### config.mk
export PLATFORM = sky130hd
export DESIGN_NAME = tph_fifo
export DESIGN_NICKNAME = d
export VERILOG_FILES = /design/src/sv/tph_pkg.sv /design/src/sv/tph_fifo.sv
export SDC_FILE = /design/constraint.sdc
export NUM_CORES = 1
export LEC_CHECK = 0
export BUFFER_PORTS_ARGS = -buffer_cell sky130_fd_sc_hd__clkbuf_2
export CAP_MARGIN = 20
export CORE_MARGIN = 2
export CORE_UTILIZATION = 52
export DETAILED_ROUTE_END_ITERATION = 8
export GPL_TIMING_DRIVEN = 0
export PLACE_DENSITY_LB_ADDON = 0.15
export SLEW_MARGIN = 20
export SYNTH_ARGS = -nofsm -noshare
export SYNTH_HDL_FRONTEND = slang
export SYNTH_SLANG_ARGS = --single-unit
### constraint.sdc
create_clock -name clk -period 3.8 [get_ports clk]
set_clock_uncertainty 0.05 [all_clocks]
set_input_delay 0.76 -clock clk [delete_from_list [all_inputs] [get_ports clk]]
set_output_delay 0.76 -clock clk [all_outputs]
set_load 0.01 [all_outputs]
### src/sv/tph_pkg.sv
`timescale 1ns / 1ps
`default_nettype none

package tph_pkg;

    localparam int IN_W  = 56;
    localparam int OUT_W = 88;

    localparam logic [2:0] REG_TEMP_CAL    = 3'd0;
    localparam logic [2:0] REG_PRESS_CAL_A = 3'd1;
    localparam logic [2:0] REG_PRESS_CAL_B = 3'd2;
    localparam logic [2:0] REG_PRESS_CAL_C = 3'd3;
    localparam logic [2:0] REG_HUM_CAL_A   = 3'd4;
    localparam logic [2:0] REG_HUM_CAL_B   = 3'd5;

    localparam logic [19:0] RAW_PT_SENTINEL = 20'h80000;
    localparam logic [15:0] RAW_H_SENTINEL  = 16'h8000;
    localparam logic [31:0] HUM_LIMIT       = 32'd419430400;

    typedef struct packed {
        logic        sentinel;
        logic [15:0] adc_h;
        logic [19:0] adc_t;
        logic [19:0] adc_p;
    } tph_item_t;

    typedef struct packed {
        logic [15:0] t1;
        logic [15:0] t2;
        logic [15:0] t3;
        logic [15:0] p1;
        logic [15:0] p2;
        logic [15:0] p3;
        logic [15:0] p4;
        logic [15:0] p5;
        logic [15:0] p6;
        logic [15:0] p7;
        logic [15:0] p8;
        logic [15:0] p9;
        logic [7:0]  h1;
        logic [15:0] h2;
        logic [7:0]  h3;
        logic [15:0] h4;
        logic [15:0] h5;
        logic [7:0]  h6;
    } tph_cal_t;

    typedef enum logic [4:0] {
        ST_IDLE,
        ST_T0, ST_T1, ST_T2,
        ST_P0, ST_P1, ST_P2, ST_P3, ST_P4, ST_P5, ST_P6,
        ST_DIV,
        ST_P7, ST_P8, ST_P9,
        ST_H0, ST_H1, ST_H2, ST_H3, ST_H4, ST_H5, ST_H6, ST_H7,
        ST_DONE
    } tph_state_t;

    function automatic logic [63:0] sx16_64(input logic [15:0] x);
        return {{48{x[15]}}, x};
    endfunction

    function automatic logic [31:0] sx16_32(input logic [15:0] x);
        return {{16{x[15]}}, x};
    endfunction

    function automatic logic [31:0] sx8_32(input logic [7:0] x);
        return {{24{x[7]}}, x};
    endfunction

endpackage

`default_nettype wire

### src/sv/tph_fifo.sv
`timescale 1ns / 1ps
`default_nettype none

module tph_fifo
    import tph_pkg::*;
#(
    parameter int DEPTH = 2
)
(
    input  wire logic      clk,
    input  wire logic      rst_n,
    input  wire logic      push,
    input  wire tph_item_t wr_item,
    input  wire logic      pop,
    output logic           full,
    output logic           not_empty,
    output tph_item_t      rd_item
);

    localparam int AW = (DEPTH > 1) ? $clog2(DEPTH) : 1;
    localparam int CW = $clog2(DEPTH + 1);
    localparam logic [AW-1:0] LAST = AW'(DEPTH - 1);

    tph_item_t         mem [DEPTH];
    logic [AW-1:0]     wr_reg, rd_reg;
    logic [CW-1:0]     cnt_reg;

    assign full      = cnt_reg == CW'(DEPTH);
    assign not_empty = cnt_reg != '0;
    assign rd_item   = mem[rd_reg];

    always_ff @(posedge clk or negedge rst_n)
    begin
        if (!rst_n)
        begin
            wr_reg  <= '0;
            rd_reg  <= '0;
            cnt_reg <= '0;
        end
        else
        begin
            if (push)
            begin
                wr_reg <= (wr_reg == LAST) ? '0 : wr_reg + AW'(1);
            end
            if (pop)
            begin
                rd_reg <= (rd_reg == LAST) ? '0 : rd_reg + AW'(1);
            end
            if (push && !pop)
            begin
                cnt_reg <= cnt_reg + CW'(1);
            end
            else if (pop && !push)
            begin
                cnt_reg <= cnt_reg - CW'(1);
            end
        end
    end

    always_ff @(posedge clk)
    begin
        if (push)
        begin
            mem[wr_reg] <= wr_item;
        end
    end

endmodule

`default_nettype wire

---- Word-level counts from Yosys, hierarchy flattened ----
Memories as Yosys holds them, arrays and structs flattened.
Cells that the tools add are included.
operators by class
  equality and inequality tests ........... 1
  reduce and logical (&&, ||, !) cells .... 6
  $add $sub $neg .......................... 4
  multiplexer cells ....................... 6
operators by type and width
  kind                 number
  $mux 1               4
  $mux 2               2
  $reduce_bool 2->1    2
  $add 1x1->1 const B  2
  $add 2x1->2 const B  1
  $eq 2x2->1 const B   1
  $logic_and 1x1->1    2
  $logic_not 1->1      2
  $sub 2x1->2 const B  1
word-level totals
  output and inout port bits .............. 59
  RAM bits ................................ 114
  bits in registers ....................... 4
  bits of input ports ..................... 61
  logic and storage cells ................. 21
  memories ................................ 1
memories
  name  words  width  read ports  clocked after Yosys merged registers in  wr ports  line            RTL
  mem   2      57     1           0                                        1         tph_fifo.sv:24  tph_item_t mem [DEPTH];

---- Longest topological paths before layout ----
Gate-level depths: netlist (run 1).
  depth after elaboration ................. 4
  mapped depth ............................ 5
  gate-level depth less buffers ........... 5

---- Least setup slack after synthesis (run 1) ----
Ideal clock, no wire load.
  path type ............................... input to register
  start point ............................. input push
  end point ............................... memory mem[0][0] in the netlist's numbering, enable pin
  path buffers ............................ 0
  data required time ...................... 3.271 ns
  stages .................................. 1
  setup slack ............................. -0.004 ns
  data arrival time ....................... 3.275 ns
  library setup time ...................... 0.479 ns
  path through ............................ nor2b_1
on the way
  longest elaborated chain between the ends .. 2
RTL lines
  what                          line            RTL
  start, declared               tph_fifo.sv:12  input wire logic push,
  $mux 1                        tph_fifo.sv:63  if (push)
  $mux 1 (not written as such)  tph_fifo.sv:65  mem[wr_reg] <= wr_item;
  end, declared                 tph_fifo.sv:24
Every way passes these cells.

==> results of run 1 <==
-- repair_timing --
action                                 CTS  global route
setup endpoints to repair                0             0
hold buffers                             1             0
gates resized for setup                  0             0
endpoints found under the hold margin    4             0
-- metal layers --
metal  up-vias  routed length [um]  track usage, %
met2        78                3870            28.1
met1      1102                2800            18.5
met4         0                  62            6.19
met3         6                 556            8.61
li1       1057                   -               -
met5         -                   0               0
-- Yosys cell counts (all sizes together) --
cell type | n | area share [%]
ha | 1 | 0.29
mux2 | 57 | 16
buf | 6 | 1.1
nor2 | 1 | 0.086
edfxtp | 114 | 78
xor2 | 4 | 0.80
inv | 1 | 0.086
dfrtp | 4 | 2.3
or2 | 1 | 0.14
nor2b | 2 | 0.29
xnor2 | 1 | 0.20
and2 | 1 | 0.14
-- metrics by stage --
stage | util (%) | total power [mW] | hold slack, ns | instances | instance area (sq um)
3_3_place_gp | 62.5 | 3.04 | 0.415 | 417 | 5110
2_1_floorplan | - | 2.62 | 0.397 | 193 | 4380
6_report | 71.1 | 4.62 | 0.407 | 453 | 5810
5_1_grt | 71.1 | 4.84 | 0.372 | 453 | 5810
3_5_place_dp | 63.8 | 3.12 | 0.442 | 421 | 5220
4_1_cts | 71.1 | 4.69 | 0.375 | 453 | 5810
-- final cells by class --
type | instances | area (sq um) | area share [%]
sequential | 118 | 3520 | 60.7
multi-input combinational | 68 | 812 | 14.0
timing repair buffer | 124 | 708 | 12.2
clock buffer | 19 | 422 | 7.26
clock inverter | 12 | 160 | 2.76
tap | 105 | 131 | 2.26
buffer | 6 | 48.8 | 0.840
inverter | 1 | 3.75 | 0.0646
-- worst paths after layout --
| check | start | endpoint | slack [ns] |
|---|---|---|---|
| min in group asynchronous | rst_n | cnt_reg[1] | 0.56 |
| worst max register to register | wr_reg | mem[0][17] | 2.22 |
| max in group asynchronous | rst_n | rd_reg | 3.01 |
| worst min-delay path | wr_item[27] | mem[0][27] | 0.41 |
| worst max-delay path | rd_reg | rd_item[25] | 1.29 |
| worst min register to register | cnt_reg[1] | cnt_reg[1] | 0.45 |
-- logic make-up after synthesis --
kind of cell	count (synthesis)	synth area share, %
XOR/XNOR	5	1.00
adder cells (fa/ha/maj)	1	0.286
buffers and inverters	7	1.20
flip-flops	118	80.5
multiplexers	57	16.4
AND/OR/NAND/NOR	5	0.657
-- power breakdown --
| group | leakage (nW) | internal, mW | switching [mW] |
|---|---|---|---|
| clock | 0.286 | 1.05 | 0.500 |
| sequential | 1.12 | 1.73 | 0.0744 |
| combinational | 0.935 | 0.647 | 0.625 |
| total | 2.34 | 3.42 | 1.20 |
-- worst register-to-register path: cells and delay by family, from the launching register on --
kind	cells	cell delay, ns
buffers and inverters	2	0.38
DFF	1	0.43
and+or+nand+nor	1	0.43
==> results.json, run 1 <==
{
  "synth_area_sq_um": 4380,
  "clk_pin_slew_worst_paths_ns": 0.05,
  "place_ws_ns": 1.68,
  "worstPathRequired_ns": 2.99,
  "fin_crit_ns": 2.51,
  "syn_to_final_growth_pct": 32.7,
  "clock.fmax_mhz": 398,
  "startpoint_type": "flip-flop",
  "core-area_sq_um": 8180,
  "grt_pass1_vias": 2320,
  "cpPeakStageDelay_ns": 0.40,
  "end_kind": "output port",
  "pin_count": 120,
  "yosys_warnings": 0,
  "cpMostUsedCell": "buf_6",
  "dieArea_sq_um": 9170,
  "drive_gt1_share_pct": 62.1,
  "syn_nets": 255,
  "die_w_um": 95.8,
  "port_buffers": 119,
  "syn_inst": 193,
  "cp_num_cells": 4,
  "worstPathArrival_ns": 1.70,
  "die_y_um": 95.8,
  "largest_reg_flops": 114,
  "fill_cells": 543,
  "post-cts-setup-buffers": 0,
  "ir_worst_vdd_mv": 0.423,
  "root_buffer": "clkbuf_8",
  "final_common_cell": "clkbuf_2",
  "setup_viol": 0,
  "cap_violations": 0,
  "cts_buffers": 17,
  "slowest_stage": "dfrtp_1",
  "slew_viol_final": 0,
  "hold_viol_final": 0,
  "ys_seq_area_share_pct": 80.5,
  "grt_usage_pct": 16.9,
  "cts_buffer_depth": 2,
  "crit_buf_inv": 3,
  "clock_sinks": 118,
  "fin_tns_setup_ns": 0,
  "insertion_delay_ns": 0.48,
  "initial_core_util_pct": 53.6,
  "synth-seq-cells": 118,
  "rsz0062_at_grt": "false",
  "grt-ovfl-total": 0,
  "status": "complete, no violations",
  "dpl.hpwl_mm": 4.95,
  "worstRegToRegCells": 3,
  "cts_tree": "yes",
  "grt_pass1_wl_mm": 10.9,
  "worst-path-max-fanout": 10,
  "post-route-period-util_pct": 66.1,
  "drtPass1Iterations": 4,
  "wl_per_cell_um": 16.1,
  "final_cell_mix": "clkbuf_2 (119), edfxtp_1 (114), mux2_2 (37), mux2_4 (20), clkbuf_16 (16)",
  "drt_iter0_drc": 99,
  "routed_wl_mm": 7.29,
  "antennaDiodeCount": 0,
  "fin_ws_ns": 1.29,
  "via_count": 2243,
  "avgViaCountPerCell": 4.95,
  "htreeDepth": 4,
  "grt_start_max_net_pins": 30,
  "drcViolationCount": 0,
  "min_path_cells": 1,
  "critPathTopFamily": "buffers and inverters",
  "hold_path.class": "in -> reg",
  "syn_area_per_cell_sq_um": 22.7,
  "worstSetupPathType": "reg -> out",
  "powerDensity_nw_per_um2": 796,
  "std_cell_rows": 33,
  "crit_chain": "buf_6 > buf_6 > mux2_4 > clkbuf_2",
  "power.leakage_nw": 2.34,
  "gp_congestion": 0.668,
  "worstMarginPinSlew_ns": 0.490,
  "synth_cell_types": 14,
  "final_nets": 398,
  "antenna_left": 0,
  "antenna_found_initial": 0,
  "slew_headroom_pct": 67.3
}
Note: power is estimated with default switching activity, not from simulation.
==> inputs of run 2 (changes only) <==
==> constraint.sdc (replaced) <==
create_clock -name clk -period 2.4 [get_ports clk]
set_clock_uncertainty 0.05 [all_clocks]
set_input_delay 0.48 -clock clk [delete_from_list [all_inputs] [get_ports clk]]
set_output_delay 0.48 -clock clk [all_outputs]
set_load 0.01 [all_outputs]
==> run 2 against run 1 <==
Compared with the run above:
- core utilization fell by 0.29 points
- non-clock buffer count unchanged
- combinational power up 59%
- setup slack got worse by 1.1 ns
- register-to-register slack got worse by 1.4 ns
- sequential cell count unchanged
- critical path depth decreased by 1
- cell count did not move
- first-iteration DRC count decreased by 21%
- worst hold slack got worse by 0.30 ns
- global-route usage rose by 0.61 points
- clock power increased by 53%
- critical path type unchanged
- critical endpoint is now rd_item[46]
- highest routed layer unchanged
==> results.json, run 2 (synthesis gave the netlist of run 1 again) <==
{
  "status": "complete, no violations",
  "cpPeakStageDelay_ns": 0.38,
  "std_cell_rows": 33,
  "cp_num_cells": 3,
  "r2r_slack_ns": 0.82,
  "grt_pass1_wl_mm": 11.2,
  "critPathTopFamily": "buffers and inverters",
  "htreeDepth": 4,
  "die_w_um": 95.8,
  "clk_pin_slew_worst_paths_ns": 0.05,
  "worstHoldStart": "wr_item[29]",
  "grt-ovfl-total": 0,
  "worstSetupPathType": "reg -> out",
  "worstPathRequired_ns": 1.87,
  "slew_viol_final": 0,
  "fin_util_pct": 70.8,
  "cts_buffers": 17,
  "power.leakage_nw": 2.32,
  "grt_usage_pct": 17.5,
  "fin_tns_setup_ns": 0,
  "crit_end": "rd_item[46]",
  "slowest_stage": "dfrtp_1",
  "place_ws_ns": 0.569,
  "crit_chain": "buf_2 > mux2_2 > clkbuf_2",
  "antenna_found_initial": 0,
  "core-area_sq_um": 8180,
  "grt_start_max_net_pins": 33,
  "grt_pass1_vias": 2282,
  "largest_reg_flops": 114,
  "gp_congestion": 0.667,
  "worstMarginPinSlew_ns": 0.485,
  "final_common_cell": "clkbuf_2",
  "via_count": 2246,
  "drcViolationCount": 0,
  "drtPass1Iterations": 4,
  "cts_tree": "yes",
  "dpl.hpwl_mm": 4.82,
  "post-route-period-util_pct": 94.0,
  "port_buffers": 119,
  "fin_crit_ns": 2.25,
  "die_y_um": 95.8,
  "dieArea_sq_um": 9170,
  "setup_viol": 0,
  "avgViaCountPerCell": 4.96,
  "r2r-end": "mem[0][24]",
  "cts_buffer_depth": 2,
  "root_buffer": "clkbuf_8",
  "final_nets": 398,
  "powerDensity_nw_per_um2": 1250,
  "clock_sinks": 118,
  "worstRegToRegCells": 3,
  "fin_ws_ns": 0.145,
  "cap_violations": 0,
  "syn_to_final_growth_pct": 32.2,
  "ir_worst_vdd_mv": 0.753,
  "final_cell_mix": "clkbuf_2 (119), edfxtp_1 (114), mux2_2 (37), mux2_4 (20), clkbuf_16 (16)",
  "startpoint": "rd_reg",
  "postLayoutCellArea_sq_um": 5790,
  "clock.fmax_mhz": 443,
  "rsz0062_at_grt": "false",
  "place_area_sq_um": 5220,
  "drt_iter0_drc": 78,
  "post_cts_resized": 0,
  "slew_headroom_pct": 67.6,
  "routed_wl_mm": 7.41,
  "worst-path-max-fanout": 10,
  "wl_per_cell_um": 16.4,
  "startpoint_type": "flip-flop",
  "crit_buf_inv": 2,
  "initial_core_util_pct": 53.6,
  "r2r-start": "wr_reg",
  "antennaDiodeCount": 0,
  "total_power_mw": 7.25,
  "hold_viol_final": 0,
  "insertion_delay_ns": 0.51,
  "end_kind": "output port",
  "pin_count": 120,
  "hold_path.class": "in -> reg",
  "drive_gt1_share_pct": 61.8,
  "worstPathArrival_ns": 1.72,
  "antenna_left": 0
}
run 2: cell count changes in the layout (fill, tap and decap cells not counted), sizes merged:
| cell | before | now |
|---|---|---|
| bufinv | 4 | 3 |
| clkinvlp | 1 | 2 |
run 2: per-stage QoR:
| stage | hold WS (ns) | instances |
|---|---|---|
| after floorplan | 0.134 | 193 |
| after global placement | 0.239 | 417 |
| after detailed placement | 0.246 | 421 |
| after CTS | 0.0770 | 453 |
| after global routing | 0.0795 | 453 |
| final | 0.102 | 453 |
run 2: cell type report:
cell class	instances	area [sq um]
multi-input cells	68	812
fillers	529	2390
inverters	1	3.75
plain buffers	6	48.8
repair buffers	124	708
flip-flops and latches	118	3520
clock buffers	19	422
well taps	105	131
clock inverters	12	136
run 2: what timing repair did:
action                                 CTS  global route
hold buffers                             1             0
setup buffers                            0             0
endpoints found under the hold margin    4             0
run 2: power by group:
part	internal (mW)	switching, mW	leakage, nW
Combinational	1.02	1.00	0.935
Sequential	2.74	0.112	1.12
Clock	1.55	0.820	0.270
Total	5.31	1.93	2.32
run 2: worst min path at each step:
stage                            end  slack, ns  depth (start not counted)
final                     mem[0][29]       0.10                          1
after floorplan           cnt_reg[0]       0.13                          0
after global routing      mem[0][29]       0.08                          1
after global placement    cnt_reg[1]       0.24                          1
after detailed placement  cnt_reg[1]       0.25                          1
after CTS                 mem[1][29]       0.08                          1
run 2: routing by layer:
metal	track usage, %	wire length (um)
met4	8.57	128
met1	20.3	2990
met2	28.1	3810
met5	0	0
met3	7.28	483
