<file path="config.mk">
export PLATFORM = sky130hd
export DESIGN_NAME = tph_front
export DESIGN_NICKNAME = d
export VERILOG_FILES = /design/src/sv/tph_pkg.sv /design/src/sv/tph_front.sv
export SDC_FILE = /design/constraint.sdc
export NUM_CORES = 1
export LEC_CHECK = 0
export BUFFER_PORTS_ARGS = -buffer_cell sky130_fd_sc_hd__buf_2
export CORE_UTILIZATION = 28
export DETAILED_ROUTE_END_ITERATION = 10
export PLACE_DENSITY = 0.95
export RECOVER_POWER = 50
export REMOVE_ABC_BUFFERS = 1
export SLEW_MARGIN = 0
export SYNTH_ARGS = -nofsm -noshare
export SYNTH_HDL_FRONTEND = slang
export SYNTH_SLANG_ARGS = --single-unit
</file>
<file path="constraint.sdc">
create_clock -name vclk -period 1.2
set_input_delay 0.12 -clock vclk [all_inputs]
set_output_delay 0.12 -clock vclk [all_outputs]
set_load 0.005 [all_outputs]
</file>
<file path="src/sv/tph_pkg.sv">
`timescale 1ns / 1ps
`default_nettype none

package tph_pkg;

    localparam int IN_W  = 56;
    localparam int OUT_W = 88;

    localparam logic [2:0] REG_TEMP_CAL    = 3'd0;
    localparam logic [2:0] REG_PRESS_CAL_A = 3'd1;
    localparam logic [2:0] REG_PRESS_CAL_B = 3'd2;
    localparam logic [2:0] REG_PRESS_CAL_C = 3'd3;
    localparam logic [2:0] REG_HUM_CAL_A   = 3'd4;
    localparam logic [2:0] REG_HUM_CAL_B   = 3'd5;

    localparam logic [19:0] RAW_PT_SENTINEL = 20'h80000;
    localparam logic [15:0] RAW_H_SENTINEL  = 16'h8000;
    localparam logic [31:0] HUM_LIMIT       = 32'd419430400;

    typedef struct packed {
        logic        sentinel;
        logic [15:0] adc_h;
        logic [19:0] adc_t;
        logic [19:0] adc_p;
    } tph_item_t;

    typedef struct packed {
        logic [15:0] t1;
        logic [15:0] t2;
        logic [15:0] t3;
        logic [15:0] p1;
        logic [15:0] p2;
        logic [15:0] p3;
        logic [15:0] p4;
        logic [15:0] p5;
        logic [15:0] p6;
        logic [15:0] p7;
        logic [15:0] p8;
        logic [15:0] p9;
        logic [7:0]  h1;
        logic [15:0] h2;
        logic [7:0]  h3;
        logic [15:0] h4;
        logic [15:0] h5;
        logic [7:0]  h6;
    } tph_cal_t;

    typedef enum logic [4:0] {
        ST_IDLE,
        ST_T0, ST_T1, ST_T2,
        ST_P0, ST_P1, ST_P2, ST_P3, ST_P4, ST_P5, ST_P6,
        ST_DIV,
        ST_P7, ST_P8, ST_P9,
        ST_H0, ST_H1, ST_H2, ST_H3, ST_H4, ST_H5, ST_H6, ST_H7,
        ST_DONE
    } tph_state_t;

    function automatic logic [63:0] sx16_64(input logic [15:0] x);
        return {{48{x[15]}}, x};
    endfunction

    function automatic logic [31:0] sx16_32(input logic [15:0] x);
        return {{16{x[15]}}, x};
    endfunction

    function automatic logic [31:0] sx8_32(input logic [7:0] x);
        return {{24{x[7]}}, x};
    endfunction

endpackage

`default_nettype wire

</file>
<file path="src/sv/tph_front.sv">
`timescale 1ns / 1ps
`default_nettype none

module tph_front
    import tph_pkg::*;
(
    input  wire logic            s_tvalid,
    output logic                 s_tready,
    input  wire logic [IN_W-1:0] s_tdata,
    input  wire logic            q_full,
    output logic                 q_push,
    output tph_item_t            q_item
);

    always_comb
    begin
        s_tready       = !q_full;
        q_push         = s_tvalid && !q_full;
        q_item.adc_p   = s_tdata[19:0];
        q_item.adc_t   = s_tdata[39:20];
        q_item.adc_h   = s_tdata[55:40];
        q_item.sentinel = (s_tdata[19:0] == RAW_PT_SENTINEL)
                       || (s_tdata[39:20] == RAW_PT_SENTINEL)
                       || (s_tdata[55:40] == RAW_H_SENTINEL);
    end

endmodule

`default_nettype wire

</file>
# After elaboration in Yosys (flattened, before gate mapping)
# Cells that the tools add are included.
# op_classes
n_eq_ne,3
reduce_logical,4
# op_table
op,n
$eq 20x20->1 const B,2
$eq 16x16->1 const B,1
$logic_or 1x1->1,2
$logic_and 1x1->1,1
$logic_not 1->1,1
# totals
reg_bits,0
inputBits,58
out_inout_bits,59
wordCells,7

# Logic depth before layout (Yosys ltp)
# Gate-level depths: netlist (run 1).
# logic_depth
ltp_word,3
mapped_depth,4

# Least setup slack after synthesis (run 1)
# No wires, ideal clock.
# synth_timing
kind,input to output
startpoint,input port s_tdata[34]
endpoint,output port q_item[56] (netlist bit)
t_arrival_ns,0.738
required_ns,1.080
slack_ns,0.342
cell_stages,4
path_cell_list,nor4_1 -> nand3_1 -> o22ai_1 -> a41o_1
# synth_rtl
element,line,source
start: declaration,tph_front.sv:9,"input wire logic [IN_W-1:0] s_tdata,"
end: declaration,tph_front.sv:12,output tph_item_t q_item

==> metrics.md, run 1 <==
| Metric | Value |
|---|---|
| Outcome | completed |
| Routed Antenna Nets | 0 |
| Post-synthesis mux area share | 0 |
| Required @ worst endpoint | approximately 1.1 ns |
| Relative slew slack | 0.803 |
| Io pins | between 100 and 150 |
| DIE WIDTH | 46.9 um |
| Area share of the leading cell type in the synthesized netlist | 0.743 |
| Largest family of logic cells by synthesized area | buffers and inverters |
| Crit path arrival time | 1.00 ns |
| Grt met1 use | 0.164 |
| GR Util met2 | 0.378 |
| GRT overflow | 0 |
| VDD IR max | roughly 220 uV |
| Antenna violations before repair | 0 |
| Post-Synth Simple-Gate Area | 0.221 |
| CLK BUF | 0 |
| Final hold vios | 0 |
| # diodes | 0 |
| Synth Area in XOR/XNOR | 0 |
| First-pass GRT wire length | 2670 um |
| # rows | 15 |
| Top cell type by total area after synthesis | buf_4 |
| Starting Density | 0.314 |
| Crit Path Category | in2out |
| Clock group share of total power | 0 |
| Pre-Repair DR Iteration Count | 2 |
| First DRT Iteration DRCs | 7 |
| Max-Cap Viols | 0 |
| Seq/Total Area, Yosys | 0 |
| Post-Synthesis Cells | slightly below 80 |
| Area contributors post-synth | buf_4 74%, nor4_1 12%, nor4b_1 3.1% |
| # Post-CTS Setup Buffers | 0 |
| Switching Fraction | 0.442 |
| Num sequential | 0 |
| Vias/cell | 4.43 |
| Power, Total | around 0.28 mW |
| Post-Syn Area | approximately 570 um^2 |
| Layout Nets | ~200 |
| Syn Area/Cell | 7.25 um^2 |
| NetSw | approximately 0.12 mW |
| Vias | roughly 730 |
| Die height | around 47 um |
| Total Wirelength | ~2200 um |
| Critical path fanouts, max | 2 |
| Pins over their slew limit | 0 |
| Sequential power share | 0 |
| Vias in the first global route | a little over 600 |
| Setup TNS | 0 ns |
| Critical Path Sink Type | output port |
| Gate power share | 1.000 |
| Hpwl dp | around 1900 um |
| Count of different cell masters after synthesis | 10 |
| Largest net degree at the start of global routing | 3 |
| Post-Synth Adder-Cell Area | 0 |
| Tmin final | around 1.1 ns |
| Die Area | approximately 2200 um^2 |
| Power per cell area | ~320 nW/um^2 |
| Met3 Use GR | 0.0308 |
| Worst-Margin Slew | 0.293 ns |
| Crit start category | input pin |
| Total core area | 1800 um^2 |
| Hold WC Path Type | in2out |
| Synth Warn # | 0 |
| Int Pwr | approximately 0.16 mW |
| RSZ-0062 raised after global routing | yes |
| Per-cell routed wire length | 13.3 um |
| Leak pwr | around 0.52 nW |
| Filler Cells Inserted | 200 |
| GRT busiest layer | met2 |
| Post-synthesis compound-gate area fraction | 0.0288 |
| Total Routing Usage GR | 0.169 |
| Flip-flop and latch area | 0 um^2 |
| Port Buf Inserts | 117 |
| Hold-fix buffers, CTS | 0 |
| Achievable clock frequency | ~0.9 GHz |
| GPL Wtd Cong | between 0.7 and 0.8 |
| Tcrit/Tclk final | 0.937 |
| Final setup violation count | 0 |
| Synth-to-Final Area Change | 55.3% |
| Drt drc | 0 |
| Layout cells sized above 1 | 0.914 |
per-stage QoR:
step | worst slack (ns) | hold WS [ns] | cell area (um^2) | instances | utilization
after floorplan | 0.342 | 0.240 | 145 | 22 | -
final | 0.0756 | 0.417 | 878 | 164 | 0.488
after detailed placement | -0.0584 | 0.421 | 762 | 164 | 0.423
after CTS | 0.0123 | 0.421 | 774 | 164 | 0.430
after global routing | -0.00751 | 0.426 | 878 | 164 | 0.488
after global placement | -0.0421 | 0.418 | 762 | 164 | 0.423
path summary, 6_finish.rpt:
| check | depth (start not counted) | startpoint | slack, ns | end |
|---|---|---|---|---|
| worst max-delay path | 6 | s_tdata[34] | 0.08 | q_item[56] |
| worst min-delay path | 2 | s_tdata[35] | 0.42 | q_item[35] |
layout make-up:
class | instances | area, um^2 | share of cell area
tap | 25 | 31.3 | 0.0356
timing repair buffer | 117 | 611 | 0.695
inverter | 1 | 3.75 | 0.00427
multi-input combinational | 21 | 233 | 0.265
cell usage after synthesis:
cell type / number
nand3_1: 2
inv_1: 1
nor2b_1: 1
nor4_1: 11
nor4b_2: 1
o22ai_1: 1
a41o_1: 1
buf_4: 56
nand2_1: 2
nor4b_1: 2
power by group through the flow:
stage | Sequential (mW) | Clock, mW | Combinational, mW
after floorplan | 0 | 0 | 0.0131
after global placement | 0 | 0 | 0.245
after detailed placement | 0 | 0 | 0.245
after CTS | 0 | 0 | 0.248
after global routing | 0 | 0 | 0.307
final | 0 | 0 | 0.280
critical path, stage by stage:
cell and delay, ns:
buf_2 0.11, nor4_2 0.25, nand3_1 0.12, o22ai_2 0.19, a41o_1 0.11, buf_2 0.11
layer usage:
layer / routed length [um] / up-vias
li1: - / 335
met4: 0 / 0
met3: 238 / 0
met5: 0 / -
met2: 1230 / 66
met1: 720 / 325
placed cells by master (no fill, tap or decap), types with 2 or more instances in the layout:
cell / count
nand3_1: 2
nor4b_4: 2
nor4_1: 4
buf_2: 113
nor4_4: 2
buf_6: 4
nor4_2: 5
nand2_1: 2
logic make-up after synthesis:
logic type	Yosys count
buffers and inverters	57
AO/OA/AOI/OAI	2
AND/OR/NAND/NOR	19
what timing repair did:
item / CTS / global route
resized for setup: 2 / 18
pin swaps: 0 / 6
setup endpoints to repair: 1 / 1
Note: power is estimated with default switching activity, not from simulation.
==> run 2: changes to the inputs <==
--- a/config.mk
+++ b/config.mk
@@ -6,10 +6,12 @@
 export NUM_CORES = 1
 export LEC_CHECK = 0
 export BUFFER_PORTS_ARGS = -buffer_cell sky130_fd_sc_hd__buf_2
+export CAP_MARGIN = 15
+export CORE_ASPECT_RATIO = 1.4
 export CORE_UTILIZATION = 28
 export DETAILED_ROUTE_END_ITERATION = 10
 export PLACE_DENSITY = 0.95
-export RECOVER_POWER = 50
+export RECOVER_POWER = 25
 export REMOVE_ABC_BUFFERS = 1
 export SLEW_MARGIN = 0
 export SYNTH_ARGS = -nofsm -noshare
==> metrics.md, run 2 (same netlist as run 1, synthesis figures left out) <==
| Metric | Value |
|---|---|
| Port Buf Inserts | between 100 and 150 |
| Critical Path Sink Type | output port |
| Synth-to-Final Area Change | 44.2% |
| Crit path arrival time | roughly 1.0 ns |
| Vias | 740 |
| Worst-Margin Slew | just over 0.3 ns |
| Slowest cell on crit path | nor4b_4 |
| Largest stage delay, worst path | approximately 0.28 ns |
| Drt drc | 0 |
| GRT busiest layer | met2 |
| Num sequential | 0 |
| Per-cell routed wire length | 15.5 um |
| # diodes | 0 |
| Gate power share | 1.000 |
| Crit-path cells | buf_2, nor4b_4, nand3_2, o22ai_2, a41o_1, buf_2 |
| Final hold vios | 0 |
| First-pass GRT wire length | 2830 um |
| Total Routing Usage GR | 0.195 |
| Routed Antenna Nets | 0 |
| Hold-fix buffers, CTS | 0 |
| Power per cell area | around 330 nW/um^2 |
| Vias in the first global route | just under 600 |
| Crit path from | s_tdata[11] |
| # rows | 18 |
| Io pins | approximately 120 |
| Critical Path End | q_item[56] |
| Leak pwr | around 0.5 nW |
| Fin cells | 159 |
| GRT overflow | 0 |
| Crit-path leading delay family | simple AND/OR/NAND/NOR gates |
| Hold WC Path Type | in2out |
| Grt met1 use | 0.190 |
| Final setup violation count | 0 |
| Hpwl dp | approximately 2300 um |
| Crit start category | input pin |
| Antenna violations before repair | 0 |
| Placed cells | between 150 and 200 |
| Total Wirelength | about 2500 um |
| First DRT Iteration DRCs | 5 |
| GR Util met2 | 0.403 |
| NetSw | ~0.13 mW |
| Power, Total | between 0.2 and 0.3 mW |
| Die height | 55.2 um |
| Layout Nets | around 200 |
| Tcrit/Tclk final | 0.939 |
| Total core area | approximately 1800 um^2 |
| Commonest non-fill, non-tap cell in the layout | buf_2 |
| Sequential power share | 0 |
| Switching Fraction | 0.466 |
| Flip-flop and latch area | 0 um^2 |
| Clock group share of total power | 0 |
| Starting Density | 0.310 |
| Most frequent cells in the layout | 109 x buf_2, 8 x nor4_1, 7 x clkbuf_1, 2 x nand2_1, 2 x nor4_4 |
| Tmin final | 1.13 ns |
| WP depth | 6 |
| Outcome | completed |
| GPL Wtd Cong | roughly 0.72 |
| Layout Utilization | 0.447 |
| Largest net degree at the start of global routing | 3 |
| VDD IR max | about 180 uV |
| Die Area | roughly 2200 um^2 |
| CP most frequent cell | buf_2 |
| Critical path fanouts, max | 2 |
| Met3 Use GR | 0.0560 |
| Layout cells sized above 1 | 0.842 |
| Max-Cap Viols | 0 |
| CLK BUF | 0 |
| Achievable clock frequency | just under 0.9 GHz |
| Crit Path Category | in2out |
| Int Pwr | ~0.14 mW |
| Relative slew slack | 0.794 |
| DIE WIDTH | 40.0 um |
| CP bufs+invs | 2 |
| Pre-Repair DR Iteration Count | 4 |
| Pins over their slew limit | 0 |
| Vias/cell | approximately 4.7 |
| Required @ worst endpoint | approximately 1.1 ns |
-- run 2: cell types whose count changed in the layout (fill, tap and decap cells not counted) --
cell and change:
clkbuf_1 +7, buf_2 -4, nor4_1 +4, nor4_2 -4, buf_6 -3, nand3_1 -1
nand3_2 +1, nor4b_2 +1, nor4b_4 -1
-- run 2: cell type report --
class	instances	area [um^2]
timing repair buffer	117	583
multi-input combinational	21	204
inverter	1	3.75
fill	181	1010
tap	20	25.0
-- run 2: how the worst min path moves through the flow --
stage | cells past startpoint | endpoint | slack (ns) | from
after CTS | 2 | q_item[45] | 0.42 | s_tdata[45]
final | 2 | q_item[45] | 0.42 | s_tdata[45]
after detailed placement | 2 | q_item[45] | 0.42 | s_tdata[45]
after global placement | 2 | q_item[21] | 0.42 | s_tdata[21]
after floorplan | 0 | q_item[0] | 0.24 | s_tdata[0]
after global routing | 2 | q_item[45] | 0.43 | s_tdata[45]
-- run 2: what timing repair did --
| action | 4_1_cts | 5_1_grt |
|---|---|---|
| pin swaps | 0 | 5 |
| setup buffers | 0 | 0 |
| setup endpoints to repair | 1 | 1 |
| resized for setup | 2 | 8 |
-- run 2: layer usage --
metal  vias to the layer above  wire, um
met5                         -         0
met4                         0         0
met3                         0       335
met2                        80      1260
met1                       325       866
li1                        335         -
-- run 2: through the flow --
stage / TNS, ns / hold slack, ns / area [um^2] / worst slack, ns
floorplan: 0 / 0.240 / 145 / 0.342
global placement: -0.0845 / 0.421 / 756 / -0.0845
detailed placement: -0.0447 / 0.424 / 756 / -0.0447
CTS: 0 / 0.424 / 768 / 0.0235
global route: -0.0387 / 0.432 / 816 / -0.0387
finish: 0 / 0.424 / 816 / 0.0729
-- run 2: power by group through the flow --
stage	clock network [mW]	registers [mW]	logic [mW]
after detailed placement	0	0	0.255
after global placement	0	0	0.253
after global routing	0	0	0.296
after floorplan	0	0	0.0131
final	0	0	0.271
after CTS	0	0	0.260
==> run 3: changes to the inputs <==
--- a/config.mk
+++ b/config.mk
@@ -10,7 +10,8 @@
 export CORE_ASPECT_RATIO = 1.4
 export CORE_UTILIZATION = 28
 export DETAILED_ROUTE_END_ITERATION = 10
-export PLACE_DENSITY = 0.95
+export GPL_ROUTABILITY_DRIVEN = 0
+export PLACE_DENSITY = 0.89
 export RECOVER_POWER = 25
 export REMOVE_ABC_BUFFERS = 1
 export SLEW_MARGIN = 0
==> metrics.md, run 3 (same netlist as run 1, synthesis figures left out) <==
| Metric | Value |
|---|---|
| Outcome | completed |
| Hpwl dp | 2330 um |
| Post-Place Worst Slack | a little over 0.007 ns |
| Pins over their slew limit | 0 |
| Required @ worst endpoint | 1.08 ns |
| Critical Path Sink Type | output port |
| Io pins | 117 |
| VDD IR max | approximately 150 uV |
| Final setup margin | slightly below 0.05 ns |
| Synth-to-Final Area Change | 47.8% |
| Drt drc | 0 |
| Routed Antenna Nets | 0 |
| Vias/cell | 4.66 |
| Tcrit/Tclk final | 0.959 |
| Crit-path leading delay family | simple AND/OR/NAND/NOR gates |
| Vias in the first global route | about 600 |
| Crit start category | input pin |
| Num sequential | 0 |
| Vias | between 700 and 800 |
| Largest stage delay, worst path | 0.25 ns |
| # rows | 18 |
| Hold_ws | between 0.4 and 0.5 ns |
| Die height | 55.2 um |
| GRT overflow | 0 |
| # diodes | 0 |
| Power per cell area | around 330 nW/um^2 |
| Total Routing Usage GR | 0.192 |
| Finished layout cell area | between 800 and 900 um^2 |
| Commonest non-fill, non-tap cell in the layout | buf_2 |
| First-pass GRT wire length | roughly 2800 um |
| DIE WIDTH | roughly 40 um |
| Critical path fanouts, max | 2 |
| Hold-fix buffers, CTS | 0 |
| Slowest cell on crit path | nor4b_4 |
| Crit Path Category | in2out |
| Layout cells sized above 1 | 0.837 |
| Filler Cells Inserted | 207 |
| Final hold vios | 0 |
| Antenna violations before repair | 0 |
| Pre-Repair DR Iteration Count | 2 |
| Layout Nets | approximately 200 |
| Die Area | around 2200 um^2 |
| Crit path arrival time | between 1 and 1.5 ns |
| Tmin final | ~1.2 ns |
| CLK BUF | 0 |
| Relative slew slack | 0.832 |
| Total Wirelength | about 2500 um |
| Flip-flop and latch area | 0 um^2 |
| CP bufs+invs | 2 |
| Placed Instance Area | 771 um^2 |
| Hold WC Path Type | in2out |
| Largest net degree at the start of global routing | 3 |
| Port Buf Inserts | between 100 and 150 |
| Total core area | ~1800 um^2 |
| Achievable clock frequency | a little under 0.9 GHz |
| Worst-Margin Slew | between 0.2 and 0.25 ns |
| Max-Cap Viols | 0 |
| Per-cell routed wire length | approximately 16 um |
| # Post-CTS Setup Buffers | 0 |
| Starting Density | 0.310 |
| Crit-path cells | buf_4, nor4b_4, nand3_1, o22ai_2, a41o_1, buf_2 |
| Leak pwr | approximately 0.49 nW |
| First DRT Iteration DRCs | 5 |
| Most frequent cells in the layout | 105 x buf_2, 9 x clkbuf_1, 6 x nor4_1, 4 x nor4_2, 3 x buf_4 |
| Final setup violation count | 0 |
-- run 3: worst paths after layout --
kind	endpoint	start	cells after the start	slack [ns]
worst min-delay path	q_item[11]	s_tdata[11]	2	0.42
worst max-delay path	q_item[56]	s_tdata[9]	6	0.05
-- run 3: per-stage QoR --
step,std cells,setup TNS (ns),total power [mW],utilization
2_1_floorplan,22,0,0.0131,-
3_3_place_gp,161,0,0.258,0.422
3_5_place_dp,161,0,0.261,0.422
4_1_cts,161,0,0.262,0.422
5_1_grt,161,-0.0190,0.302,0.458
6_report,161,0,0.278,0.458
-- run 3: repair_timing --
| action | 4_1_cts | 5_1_grt |
|---|---|---|
| resized for setup | 0 | 13 |
| endpoints found under the hold margin | 0 | 0 |
| endpoints found under the setup margin | 0 | 1 |
-- run 3: layout make-up --
| class | count | area, um^2 | share of cell area |
|---|---|---|---|
| Inverter | 1 | 3.75 | 0.00449 |
| Timing Repair Buffer | 119 | 604 | 0.723 |
| Multi-Input combinational cell | 21 | 203 | 0.243 |
| Tap cell | 20 | 25.0 | 0.0299 |
-- run 3: metal layers --
layer  vias up  part of all wire  wire length [um]  GRT usage
met4         0                 0                 0          0
li1        341                 -                 -          -
met3         0              0.13               324     0.0560
met2        78              0.52              1310      0.376
met1       332              0.35               894      0.204
met5         -                 0                 0          0
-- run 3: report_power, final --
| part | leakage, nW | total [mW] | switching [mW] | internal [mW] |
|---|---|---|---|---|
| Sequential | 0 | 0 | 0 | 0 |
| Clock | 0 | 0 | 0 | 0 |
| Combinational | 0.492 | 0.278 | 0.128 | 0.151 |
| Total | 0.492 | 0.278 | 0.128 | 0.151 |
